File: config.mk
export PLATFORM = sky130hd
export DESIGN_NAME = tgd_ctrl
export DESIGN_NICKNAME = d
export VERILOG_FILES = /design/src/hdl/tgd_pkg.sv /design/src/hdl/tgd_ctrl.sv
export SDC_FILE = /design/constraint.sdc
export NUM_CORES = 1
export LEC_CHECK = 0
export ABC_AREA = 1
export BUFFER_PORTS_ARGS = -buffer_cell sky130_fd_sc_hd__clkbuf_2
export CAP_MARGIN = 0
export CORE_UTILIZATION = 53
export DETAILED_ROUTE_END_ITERATION = 16
export GPL_TIMING_DRIVEN = 0
export HOLD_SLACK_MARGIN = 0.06
export PLACE_DENSITY_LB_ADDON = 0.15
export SYNTH_ARGS = -nofsm -noshare
export SYNTH_HDL_FRONTEND = slang
export SYNTH_SLANG_ARGS = --single-unit
File: constraint.sdc
create_clock -name clk -period 3.1 [get_ports clk]
set_clock_uncertainty 0.2 [all_clocks]
set_input_delay 0.62 -clock clk [delete_from_list [all_inputs] [get_ports clk]]
set_output_delay 0.62 -clock clk [all_outputs]
set_load 0.01 [all_outputs]
File: src/hdl/tgd_pkg.sv
`timescale 1ns / 1ps
`default_nettype none
// ----------------------------------------------------------------------------
// tgd_pkg: shared types and constants
// Field widths, operation and gesture codes, register indexes, the arctangent
// table and the command and status records between controller and datapath.
// ----------------------------------------------------------------------------
package tgd_pkg;

  localparam int CORDIC_STEPS_DEF = 16;
  localparam int STEP_W = 5;
  localparam int SMOOTH_W = 24;
  localparam int ANGLE_W = 12;
  localparam int ATAN_W = 23;

  localparam logic [1:0] OP_UPDATE = 2'd0;
  localparam logic [1:0] OP_ARM = 2'd1;
  localparam logic [1:0] OP_RESET = 2'd2;
  localparam logic [1:0] OP_NOP = 2'd3;

  localparam logic [2:0] G_NONE = 3'd0;
  localparam logic [2:0] G_LEFT = 3'd1;
  localparam logic [2:0] G_RIGHT = 3'd2;
  localparam logic [2:0] G_FRONT = 3'd3;
  localparam logic [2:0] G_BACK = 3'd4;

  localparam logic [1:0] REG_THRESHOLD = 2'd0;
  localparam logic [1:0] REG_RETURN = 2'd1;
  localparam logic [1:0] REG_HOLD = 2'd2;
  localparam logic [1:0] REG_DELAY = 2'd3;

  // atan(2^-i) in units of 2^-16 degree.
  localparam logic [ATAN_W-1:0] ATAN_TAB [24] = '{
    23'd2949120, 23'd1740967, 23'd919879, 23'd466945, 23'd234379, 23'd117304,
    23'd58666, 23'd29335, 23'd14668, 23'd7334, 23'd3667, 23'd1833,
    23'd917, 23'd458, 23'd229, 23'd115, 23'd57, 23'd29,
    23'd14, 23'd7, 23'd4, 23'd2, 23'd1, 23'd0
  };

  typedef struct packed {
    logic capture;
    logic clr_all;
    logic set_arm;
    logic load_raw;
    logic load_smooth;
    logic sq0;
    logic sq1;
    logic sq2;
    logic sqrt_step;
    logic cor_init;
    logic cor_step;
    logic fin;
    logic roll;
    logic store_ref;
    logic detect;
    logic arm_ok;
    logic out_load;
    logic [STEP_W-1:0] step;
  } tgd_cmd_t;

  typedef struct packed {
    logic [1:0] op;
    logic ok;
    logic armed;
    logic ref_taken;
  } tgd_status_t;

endpackage
`default_nettype wire

File: src/hdl/tgd_ctrl.sv
`timescale 1ns / 1ps
`default_nettype none
// ----------------------------------------------------------------------------
// tgd_ctrl: sequencing state machine
// Walks each item through filter, square sums, root, CORDIC and detection.
// ----------------------------------------------------------------------------
module tgd_ctrl
  import tgd_pkg::*;
#(
  parameter int CORDIC_STEPS = CORDIC_STEPS_DEF
) (
  input  wire          clk,
  input  wire          rst,
  input  wire          in_valid,
  output logic         in_ready,
  output logic         out_valid,
  input  wire          out_ready,
  input  wire tgd_status_t status,
  output tgd_cmd_t     cmd
);

  localparam logic [3:0] S_IDLE = 4'd0;
  localparam logic [3:0] S_DISP = 4'd1;
  localparam logic [3:0] S_SQ0 = 4'd2;
  localparam logic [3:0] S_SQ1 = 4'd3;
  localparam logic [3:0] S_SQ2 = 4'd4;
  localparam logic [3:0] S_SQRT = 4'd5;
  localparam logic [3:0] S_CORI = 4'd6;
  localparam logic [3:0] S_COR = 4'd7;
  localparam logic [3:0] S_FIN = 4'd8;
  localparam logic [3:0] S_POST = 4'd9;
  localparam logic [3:0] S_OUT = 4'd10;

  localparam logic [STEP_W-1:0] SQRT_LAST = STEP_W'(SMOOTH_W - 1);
  localparam logic [STEP_W-1:0] COR_LAST = STEP_W'(CORDIC_STEPS - 1);

  logic [3:0] state, state_next;
  logic [STEP_W-1:0] cnt, cnt_next;
  logic roll, roll_next;
  logic base, base_next;
  logic armok, armok_next;
  logic detect_run, detect_next;

  assign in_ready = (state == S_IDLE);

  always_comb begin
    state_next = state;
    cnt_next = cnt;
    roll_next = roll;
    base_next = base;
    armok_next = armok;
    detect_next = detect_run;
    cmd = '0;
    cmd.step = cnt;
    cmd.roll = roll;
    unique case (state)
      S_IDLE: begin
        if (in_valid) begin
          cmd.capture = 1'b1;
          armok_next = 1'b0;
          base_next = 1'b0;
          detect_next = 1'b0;
          roll_next = 1'b0;
          state_next = S_DISP;
        end
      end
      S_DISP: begin
        state_next = S_OUT;
        case (status.op)
          OP_RESET: cmd.clr_all = 1'b1;
          OP_ARM: begin
            cmd.clr_all = 1'b1;
            cmd.set_arm = 1'b1;
            if (status.ok) begin
              cmd.load_raw = 1'b1;
              base_next = 1'b1;
              armok_next = 1'b1;
              state_next = S_SQ0;
            end
          end
          OP_UPDATE: begin
            if (status.armed && status.ok) begin
              if (!status.ref_taken) begin
                cmd.load_raw = 1'b1;
                base_next = 1'b1;
              end else begin
                cmd.load_smooth = 1'b1;
                detect_next = 1'b1;
              end
              state_next = S_SQ0;
            end
          end
          default: state_next = S_OUT;
        endcase
      end
      S_SQ0: begin
        cmd.sq0 = 1'b1;
        state_next = S_SQ1;
      end
      S_SQ1: begin
        cmd.sq1 = 1'b1;
        state_next = S_SQ2;
      end
      S_SQ2: begin
        cmd.sq2 = 1'b1;
        cnt_next = '0;
        state_next = S_SQRT;
      end
      S_SQRT: begin
        cmd.sqrt_step = 1'b1;
        cnt_next = cnt + 1'b1;
        if (cnt == SQRT_LAST) begin
          state_next = S_CORI;
        end
      end
      S_CORI: begin
        cmd.cor_init = 1'b1;
        cnt_next = '0;
        state_next = S_COR;
      end
      S_COR: begin
        cmd.cor_step = 1'b1;
        cnt_next = cnt + 1'b1;
        if (cnt == COR_LAST) begin
          state_next = S_FIN;
        end
      end
      S_FIN: begin
        cmd.fin = 1'b1;
        if (!roll) begin
          roll_next = 1'b1;
          state_next = S_SQ0;
        end else begin
          state_next = S_POST;
        end
      end
      S_POST: begin
        cmd.store_ref = base;
        cmd.detect = detect_run;
        state_next = S_OUT;
      end
      S_OUT: begin
        if (!out_valid) begin
          cmd.out_load = 1'b1;
          cmd.arm_ok = armok;
          state_next = S_IDLE;
        end
      end
      default: state_next = S_IDLE;
    endcase
  end

  always_ff @(posedge clk) begin
    if (rst) begin
      state <= S_IDLE;
      cnt <= '0;
      roll <= 1'b0;
      base <= 1'b0;
      armok <= 1'b0;
      detect_run <= 1'b0;
      out_valid <= 1'b0;
    end else begin
      state <= state_next;
      cnt <= cnt_next;
      roll <= roll_next;
      base <= base_next;
      armok <= armok_next;
      detect_run <= detect_next;
      if (cmd.out_load) begin
        out_valid <= 1'b1;
      end else if (out_ready) begin
        out_valid <= 1'b0;
      end
    end
  end

endmodule
`default_nettype wire

==> flow_summary.ini, run 1 <==
[yosys]
synth_top_cells_by_area = sky130_fd_sc_hd__dfxtp_1 29%, sky130_fd_sc_hd__nor2_1 12%, sky130_fd_sc_hd__inv_1 11%, sky130_fd_sc_hd__nand2_1 9.7%, sky130_fd_sc_hd__a21oi_1 5.2%
ys.warnings.count = 0
synth_nets = 165
postSynthCellCount = 152
ys_types = 22
synth.mux.area_fraction_pct = 0
synth.yosys.seq_area_share_pct = 29.0
syn_avg_cell_area_um2 = 6.36
synth-edff-count = 0
yosys-top-cells-count = 30 x sky130_fd_sc_hd__nor2_1, 28 x sky130_fd_sc_hd__inv_1, 25 x sky130_fd_sc_hd__nand2_1, 14 x sky130_fd_sc_hd__dfxtp_1
synthDominantCellAreaShare_pct = 29.0
fraction_of_the_mapped_netlist_area_in_adder_cells_pct = 5.17
postSynthRegisterBits = 14
compound_cell_area_share_of_the_yosys_netlist_pct = 9.83
synth.cell_area_um2 = 967
synth_top_cell_by_area = sky130_fd_sc_hd__dfxtp_1
synth.most_common_cell = sky130_fd_sc_hd__nor2_1
async_reset_ff_share_pct = 0
post_synth_xor_area_fraction_pct = 1.81
synth_simple_gate_area_share_pct = 38.7
top_reg_cell_synth = sky130_fd_sc_hd__dfxtp_1
synth_top_family_by_area = simple AND/OR/NAND/NOR gates

[place]
buffer_ports.inserted = 31
detailed_place.area_um2 = 1150
post-dp-hpwl_um = 1710
place_congestion = 0.863

[drt]
detailroute.via_count = 1043
detail_route.first_pass.iterations = 7
detail_route.drc_violations = 0
ant_nets = 0
vias_per_cell = 4.92
post_detailed_route_wirelength_per_cell_um = 10.1
aggregate_routed_wire_length_um = 2140
drt-initial-drc-count = 35

[worst_setup_path]
max_stage_delay_ns = 0.35
timing.critical_path.arrival_ns = 1.48
crit_family = buffers and inverters
worst-endpoint-required_ns = 2.28
timing.critical_path.cells = inv_1 -> nand2_2 -> nor2_1 -> inv_1 -> nor3_1 -> clkbuf_2
startpoint_types = register
setup.worst_path.end_class = output pin
timing_worst_setup_path_type = reg2out
critical_path.reg2reg.startpoint = cnt[1]
worstPathBufferInverterCount = 3
timing.critical_path.mode_cell = sky130_fd_sc_hd__inv_1
slowest_stage_cell_on_the_critical_path = sky130_fd_sc_hd__dfxtp_1
timing.critical_path.from = state[1]
crit_path_max_fanout = 5

[layout]
fill_cells = 156
antennaDiodeCount = 0
flow.area_growth_from_synthesis_pct = 23.0
final_area_um2 = 1190
design.final.nets = 201
final_layout_size_suffix_gt1_share_pct = 30.5

[global_route]
grt_pass1_vias = 848
grt_start_max_net_pins = 11
initial_antenna_violation_count = 0
grt_pass1_wl_um = 3500
grt_remaining_overflow = 0
global_route.usage.total_pct = 24.0

[clocking]
tritoncts = done
clk_path_buf_depth = 2
cts_setup_buffers = 0
clock_tree.root_cell = sky130_fd_sc_hd__clkbuf_4
cts-hold-fix-buffers = 0
cts.sink_count = 14
insertion_delay_ns = 0.28
post_cts_resized = 0
number_of_cts_inserted_buffers = 3
maximum_level_of_the_cts_h_tree = 1
cts.clk_slew.worst_paths_ns = 0.09

[sta]
report.final.setup_viol = 0
final.min_clock_period_ns = 2.30
rsz0062_at_grt = false
timing.slew.headroom_pct = 83.5
maxClockFrequency_mhz = 434
period_share_pct = 74.3
final.setup.tns_ns = 0
worst_max_slew_pin_slew_ns = 0.247
slew_violations = 0
hold_violation_total_from_the_final_report = 0

[pwr]
worst_ir_drop_vdd_mv = 0.315
p_per_area_nw_per_um2 = 502
total_leakage_power_nw = 0.610

[floorplan]
chipWidth_um = 44.7
num_rows = 15
coreArea_um2 = 1730
floorplan.die_area_um2 = 2000
top_level_ports = 33
die_y_um = 44.7
start_util_pct = 56.0

[hold_path]
timing.hold.worst.start = detect_run
min_path_type = reg2reg

[flow_run]
cap_viol_max_count = 0

[status]
outcome = completed
-- area by class of cell --
class                   count  area (um2)  share of cell area [%]
flip-flops and latches     14         280                    23.6
multi-input cells         103         537                    45.1
clock buffers               4        36.3                    3.05
plain buffers               4        33.8                    2.84
repair buffers             31         155                    13.0
inverters                  31         116                    9.78
well taps                  25        31.3                    2.63
-- kinds of logic (layout without fill, tap and decap cells) --
group	after synthesis	count (layout)
AO/OA/AOI/OAI	17	17
XOR/XNOR	2	2
adder cells (fa/ha/maj)	4	4
buffers and inverters	35	70
flip-flops	14	14
AND/OR/NAND/NOR	80	80
-- registers in the layout (all words and copies together), names as in the netlist --
signal,flops
base,1
roll,1
cnt,5
out_valid,1
armok,1
state,4
detect_run,1
-- worst paths after layout --
kind / end / slack, ns / depth (start not counted)
hold / removal: detect_run / 0.26 / 2
setup reg to reg: state[1] / 1.44 / 10
hold reg to reg: detect_run / 0.26 / 2
setup / recovery: cmd[17] / 0.80 / 6
-- power breakdown --
group          switching, mW  internal, mW
Combinational          0.164        0.0884
Sequential            0.0131         0.197
Clock                 0.0631        0.0715
-- tightest hold or removal path, stage by stage (launching register included) --
cell and delay [ns]:
sky130_fd_sc_hd__dfxtp_1 0.31, sky130_fd_sc_hd__inv_1 0.06, sky130_fd_sc_hd__a21oi_1 0.06
-- per-stage QoR --
stage / power (mW) / worst slack (ns) / cells / utilization, % / hold slack (ns)
detailed placement: 0.465 / 0.872 / 208 / 66.8 / 0.253
CTS: 0.604 / 0.806 / 212 / 68.9 / 0.268
global route: 0.642 / 0.673 / 212 / 68.9 / 0.294
finish: 0.598 / 0.796 / 212 / 68.9 / 0.264
global placement: 0.460 / 0.911 / 208 / 66.8 / 0.248
floorplan: 0.398 / 1.03 / 152 / - / 0.235
-- layer usage --
| metal | track usage, % | wire length, um |
|---|---|---|
| met1 | 31.3 | 978 |
| met2 | 38.8 | 1020 |
| met3 | 2.40 | 92 |
| met4 | 13.3 | 48 |
| met5 | 0 | 0 |
-- placed cells by master, fill, tap and decap left out --
cell type / n
sky130_fd_sc_hd__clkbuf_4: 3
sky130_fd_sc_hd__nand3b_2: 1
sky130_fd_sc_hd__a21oi_2: 1
sky130_fd_sc_hd__buf_4: 3
sky130_fd_sc_hd__a21oi_1: 10
sky130_fd_sc_hd__xor2_1: 2
sky130_fd_sc_hd__o21ai_1: 1
sky130_fd_sc_hd__a2bb2oi_1: 1
sky130_fd_sc_hd__nand2_1: 25
sky130_fd_sc_hd__inv_1: 28
sky130_fd_sc_hd__nor3_1: 1
sky130_fd_sc_hd__nor2_2: 2
sky130_fd_sc_hd__nand2_2: 7
sky130_fd_sc_hd__nand3_1: 10
sky130_fd_sc_hd__a211oi_1: 1
sky130_fd_sc_hd__nor2_4: 3
sky130_fd_sc_hd__clkbuf_2: 31
sky130_fd_sc_hd__nor2_1: 30
sky130_fd_sc_hd__dfxtp_1: 14
sky130_fd_sc_hd__ha_1: 4
sky130_fd_sc_hd__clkbuf_8: 1
sky130_fd_sc_hd__buf_6: 1
sky130_fd_sc_hd__nand2_4: 1
sky130_fd_sc_hd__o21ai_0: 3
sky130_fd_sc_hd__inv_2: 3
No activity file was read; power rests on OpenSTA's default activity.
==> run 2: changes to the inputs <==
--- a/config.mk
+++ b/config.mk
@@ -8,7 +8,7 @@
 export ABC_AREA = 1
 export BUFFER_PORTS_ARGS = -buffer_cell sky130_fd_sc_hd__clkbuf_2
 export CAP_MARGIN = 0
-export CORE_UTILIZATION = 53
+export CORE_UTILIZATION = 44
 export DETAILED_ROUTE_END_ITERATION = 16
 export GPL_TIMING_DRIVEN = 0
 export HOLD_SLACK_MARGIN = 0.06
==> constraint.sdc (replaced) <==
create_clock -name clk -period 1.9 [get_ports clk]
set_clock_uncertainty 0.2 [all_clocks]
set_input_delay 0.38 -clock clk [delete_from_list [all_inputs] [get_ports clk]]
set_output_delay 0.38 -clock clk [all_outputs]
set_load 0.01 [all_outputs]
==> flow_summary.ini, run 2 (synthesis results as in run 1) <==
[worst_setup_path]
r2r.worst_path.cells = 13
setup.worst_path.end_class = output pin
timing.critical_path.arrival_ns = 1.30
crit_family = flip-flops
critical_path.reg2reg.startpoint = state[2]
timing.critical_path.cells = inv_4 -> nand2_2 -> nor2_4 -> inv_2 -> nor3_1 -> buf_2
startpoint_types = register
crit_path_max_fanout = 4
timing.critical_path.from = state[3]
timing_worst_setup_path_type = reg2out
worstPathBufferInverterCount = 3
slowest_stage_cell_on_the_critical_path = sky130_fd_sc_hd__dfxtp_4
critical_path.reg2reg.endpoint = out_valid
reg2reg_setup_slack_ns = 0.04
worst-endpoint-required_ns = 1.32
max_stage_delay_ns = 0.38

[global_route]
grt_pass1_vias = 976
grt_pass1_wl_um = 4220
grt_remaining_overflow = 0
initial_antenna_violation_count = 0
global_route.usage.total_pct = 23.2
grt_start_max_net_pins = 11

[place]
detailed_place.area_um2 = 1160
place_congestion = 0.895
post-dp-hpwl_um = 1750
buffer_ports.inserted = 31

[layout]
flip_flop_count_of_the_largest_register_all_copies_and_words_added = 5
final_cell_mix = 27 x sky130_fd_sc_hd__clkbuf_2, 26 x sky130_fd_sc_hd__nor2_1, 23 x sky130_fd_sc_hd__inv_1
final_layout_size_suffix_gt1_share_pct = 42.9
flow.area_growth_from_synthesis_pct = 40.2
mostFrequentLayoutCell = sky130_fd_sc_hd__clkbuf_2
antennaDiodeCount = 0
largestRegisters = cnt x5, state x4
fin_util_pct = 67.1
final_area_um2 = 1360
top_register = cnt
design.final.nets = 212

[floorplan]
floorplan.die_area_um2 = 2390
chipWidth_um = 48.9
coreArea_um2 = 2020
start_util_pct = 47.8
top_level_ports = 33
num_rows = 16
die_y_um = 48.9

[pwr]
internal_power_mw = 0.632
p_per_area_nw_per_um2 = 803
switching_share_pct = 42.0
total_leakage_power_nw = 0.683
sequential_share_of_power_pct = 34.4
power.clock.fraction_pct = 21.0
total_switching_power_mw = 0.457
worst_ir_drop_vdd_mv = 0.445
power.combinational.fraction_pct = 44.6

[status]
outcome = completed

[clocking]
cts.clk_slew.worst_paths_ns = 0.10
insertion_delay_ns = 0.29
number_of_cts_inserted_buffers = 3
tritoncts = done
cts-hold-fix-buffers = 0
maximum_level_of_the_cts_h_tree = 1
clock_tree.root_cell = sky130_fd_sc_hd__clkbuf_4
clk_path_buf_depth = 2
cts.sink_count = 14

[drt]
detail_route.first_pass.iterations = 4
ant_nets = 0
drt-initial-drc-count = 38
post_detailed_route_wirelength_per_cell_um = 11.4
detail_route.drc_violations = 0
aggregate_routed_wire_length_um = 2560
detailroute.via_count = 1099
vias_per_cell = 4.88

[sta]
hold_violation_total_from_the_final_report = 0
period_share_pct = 99.2
final.min_clock_period_ns = 1.88
rsz0062_at_grt = true
worst_max_slew_pin_slew_ns = 0.236
slew_violations = 0
whs_ns = 0.123
report.final.setup_viol = 0
maxClockFrequency_mhz = 531
timing.slew.headroom_pct = 84.1

[hold_path]
min_delay_path_depth = 2
min_path_type = in2reg
timing.hold.worst.start = rst
hold-path-endpoint = state[1]

[flow_run]
cap_viol_max_count = 0
## run 2: cell types whose count changed in the layout (fill, tap and decap cells not counted), moves of 3 or more
cell | previous run | this run
sky130_fd_sc_hd__buf_4 | 3 | 15
sky130_fd_sc_hd__inv_1 | 28 | 23
sky130_fd_sc_hd__clkbuf_2 | 31 | 27
sky130_fd_sc_hd__dfxtp_1 | 14 | 10
sky130_fd_sc_hd__dfxtp_4 | 0 | 4
sky130_fd_sc_hd__nor2_1 | 30 | 26
sky130_fd_sc_hd__buf_2 | 0 | 3
sky130_fd_sc_hd__inv_4 | 0 | 3
sky130_fd_sc_hd__nand2_1 | 25 | 22
sky130_fd_sc_hd__nand2_4 | 1 | 4
sky130_fd_sc_hd__nor2_4 | 3 | 6
## run 2: power by group through the flow
| stage | registers (mW) | logic [mW] | clock network, mW |
|---|---|---|---|
| floorplan | 0.346 | 0.302 | 0 |
| global placement | 0.349 | 0.397 | 0 |
| detailed placement | 0.352 | 0.403 | 0 |
| CTS | 0.367 | 0.440 | 0.232 |
| global route | 0.380 | 0.531 | 0.245 |
| finish | 0.374 | 0.486 | 0.228 |
## run 2: stage by stage
| step | setup slack, ns | setup TNS, ns | std cells | power, mW |
|---|---|---|---|---|
| 2_1_floorplan | 0.292 | 0 | 152 | 0.649 |
| 3_3_place_gp | 0.185 | 0 | 210 | 0.746 |
| 3_5_place_dp | 0.139 | 0 | 210 | 0.755 |
| 4_1_cts | -0.00334 | -0.00334 | 224 | 1.04 |
| 5_1_grt | -0.0571 | -0.243 | 225 | 1.16 |
| 6_report | 0.0155 | 0 | 225 | 1.09 |
## run 2: cell type report
cell class | instances | area [um2]
repair buffers | 43 | 251
inverters | 31 | 129
plain buffers | 3 | 22.5
well taps | 27 | 33.8
clock buffers | 4 | 36.3
flip-flops and latches | 14 | 295
multi-input cells | 103 | 588
fillers | 204 | 666
## run 2: worst max path at each step
stage,to,slack [ns],depth (start not counted)
floorplan,cmd[6],0.29,8
global placement,cmd[17],0.19,6
detailed placement,cmd[17],0.14,6
CTS,cmd[6],-0.003,8
global route,cmd[6],-0.06,8
finish,cmd[17],0.02,6
## run 2: per-layer routing
layer / global-route usage, % / routed length, um / part of all wire, % / vias up
met1: 28.2 / 1130 / 44 / 505
met3: 4.05 / 102 / 4.0 / 5
met5: 0 / 0 / 0 / -
li1: - / - / - / 555
met2: 39.1 / 1270 / 50 / 34
met4: 11.8 / 48 / 1.9 / 0
## run 2: timing repair
item,4_1_cts,5_1_grt
gates resized for setup,18,19
setup endpoints to repair,8,12
pin swaps,2,5
buffers inserted,11,1
## run 2: worst register-to-register path, stage by stage, from the launching register on
cell and delay [ns]:
sky130_fd_sc_hd__dfxtp_4 0.37, sky130_fd_sc_hd__inv_4 0.07, sky130_fd_sc_hd__nand2_4 0.07, sky130_fd_sc_hd__nor2_4 0.11, sky130_fd_sc_hd__inv_2 0.05, sky130_fd_sc_hd__nor2_4 0.09
sky130_fd_sc_hd__inv_2 0.04, sky130_fd_sc_hd__buf_4 0.12, sky130_fd_sc_hd__buf_4 0.12, sky130_fd_sc_hd__buf_4 0.12, sky130_fd_sc_hd__buf_4 0.12, sky130_fd_sc_hd__buf_4 0.12
sky130_fd_sc_hd__buf_4 0.12, sky130_fd_sc_hd__a21oi_2 0.10
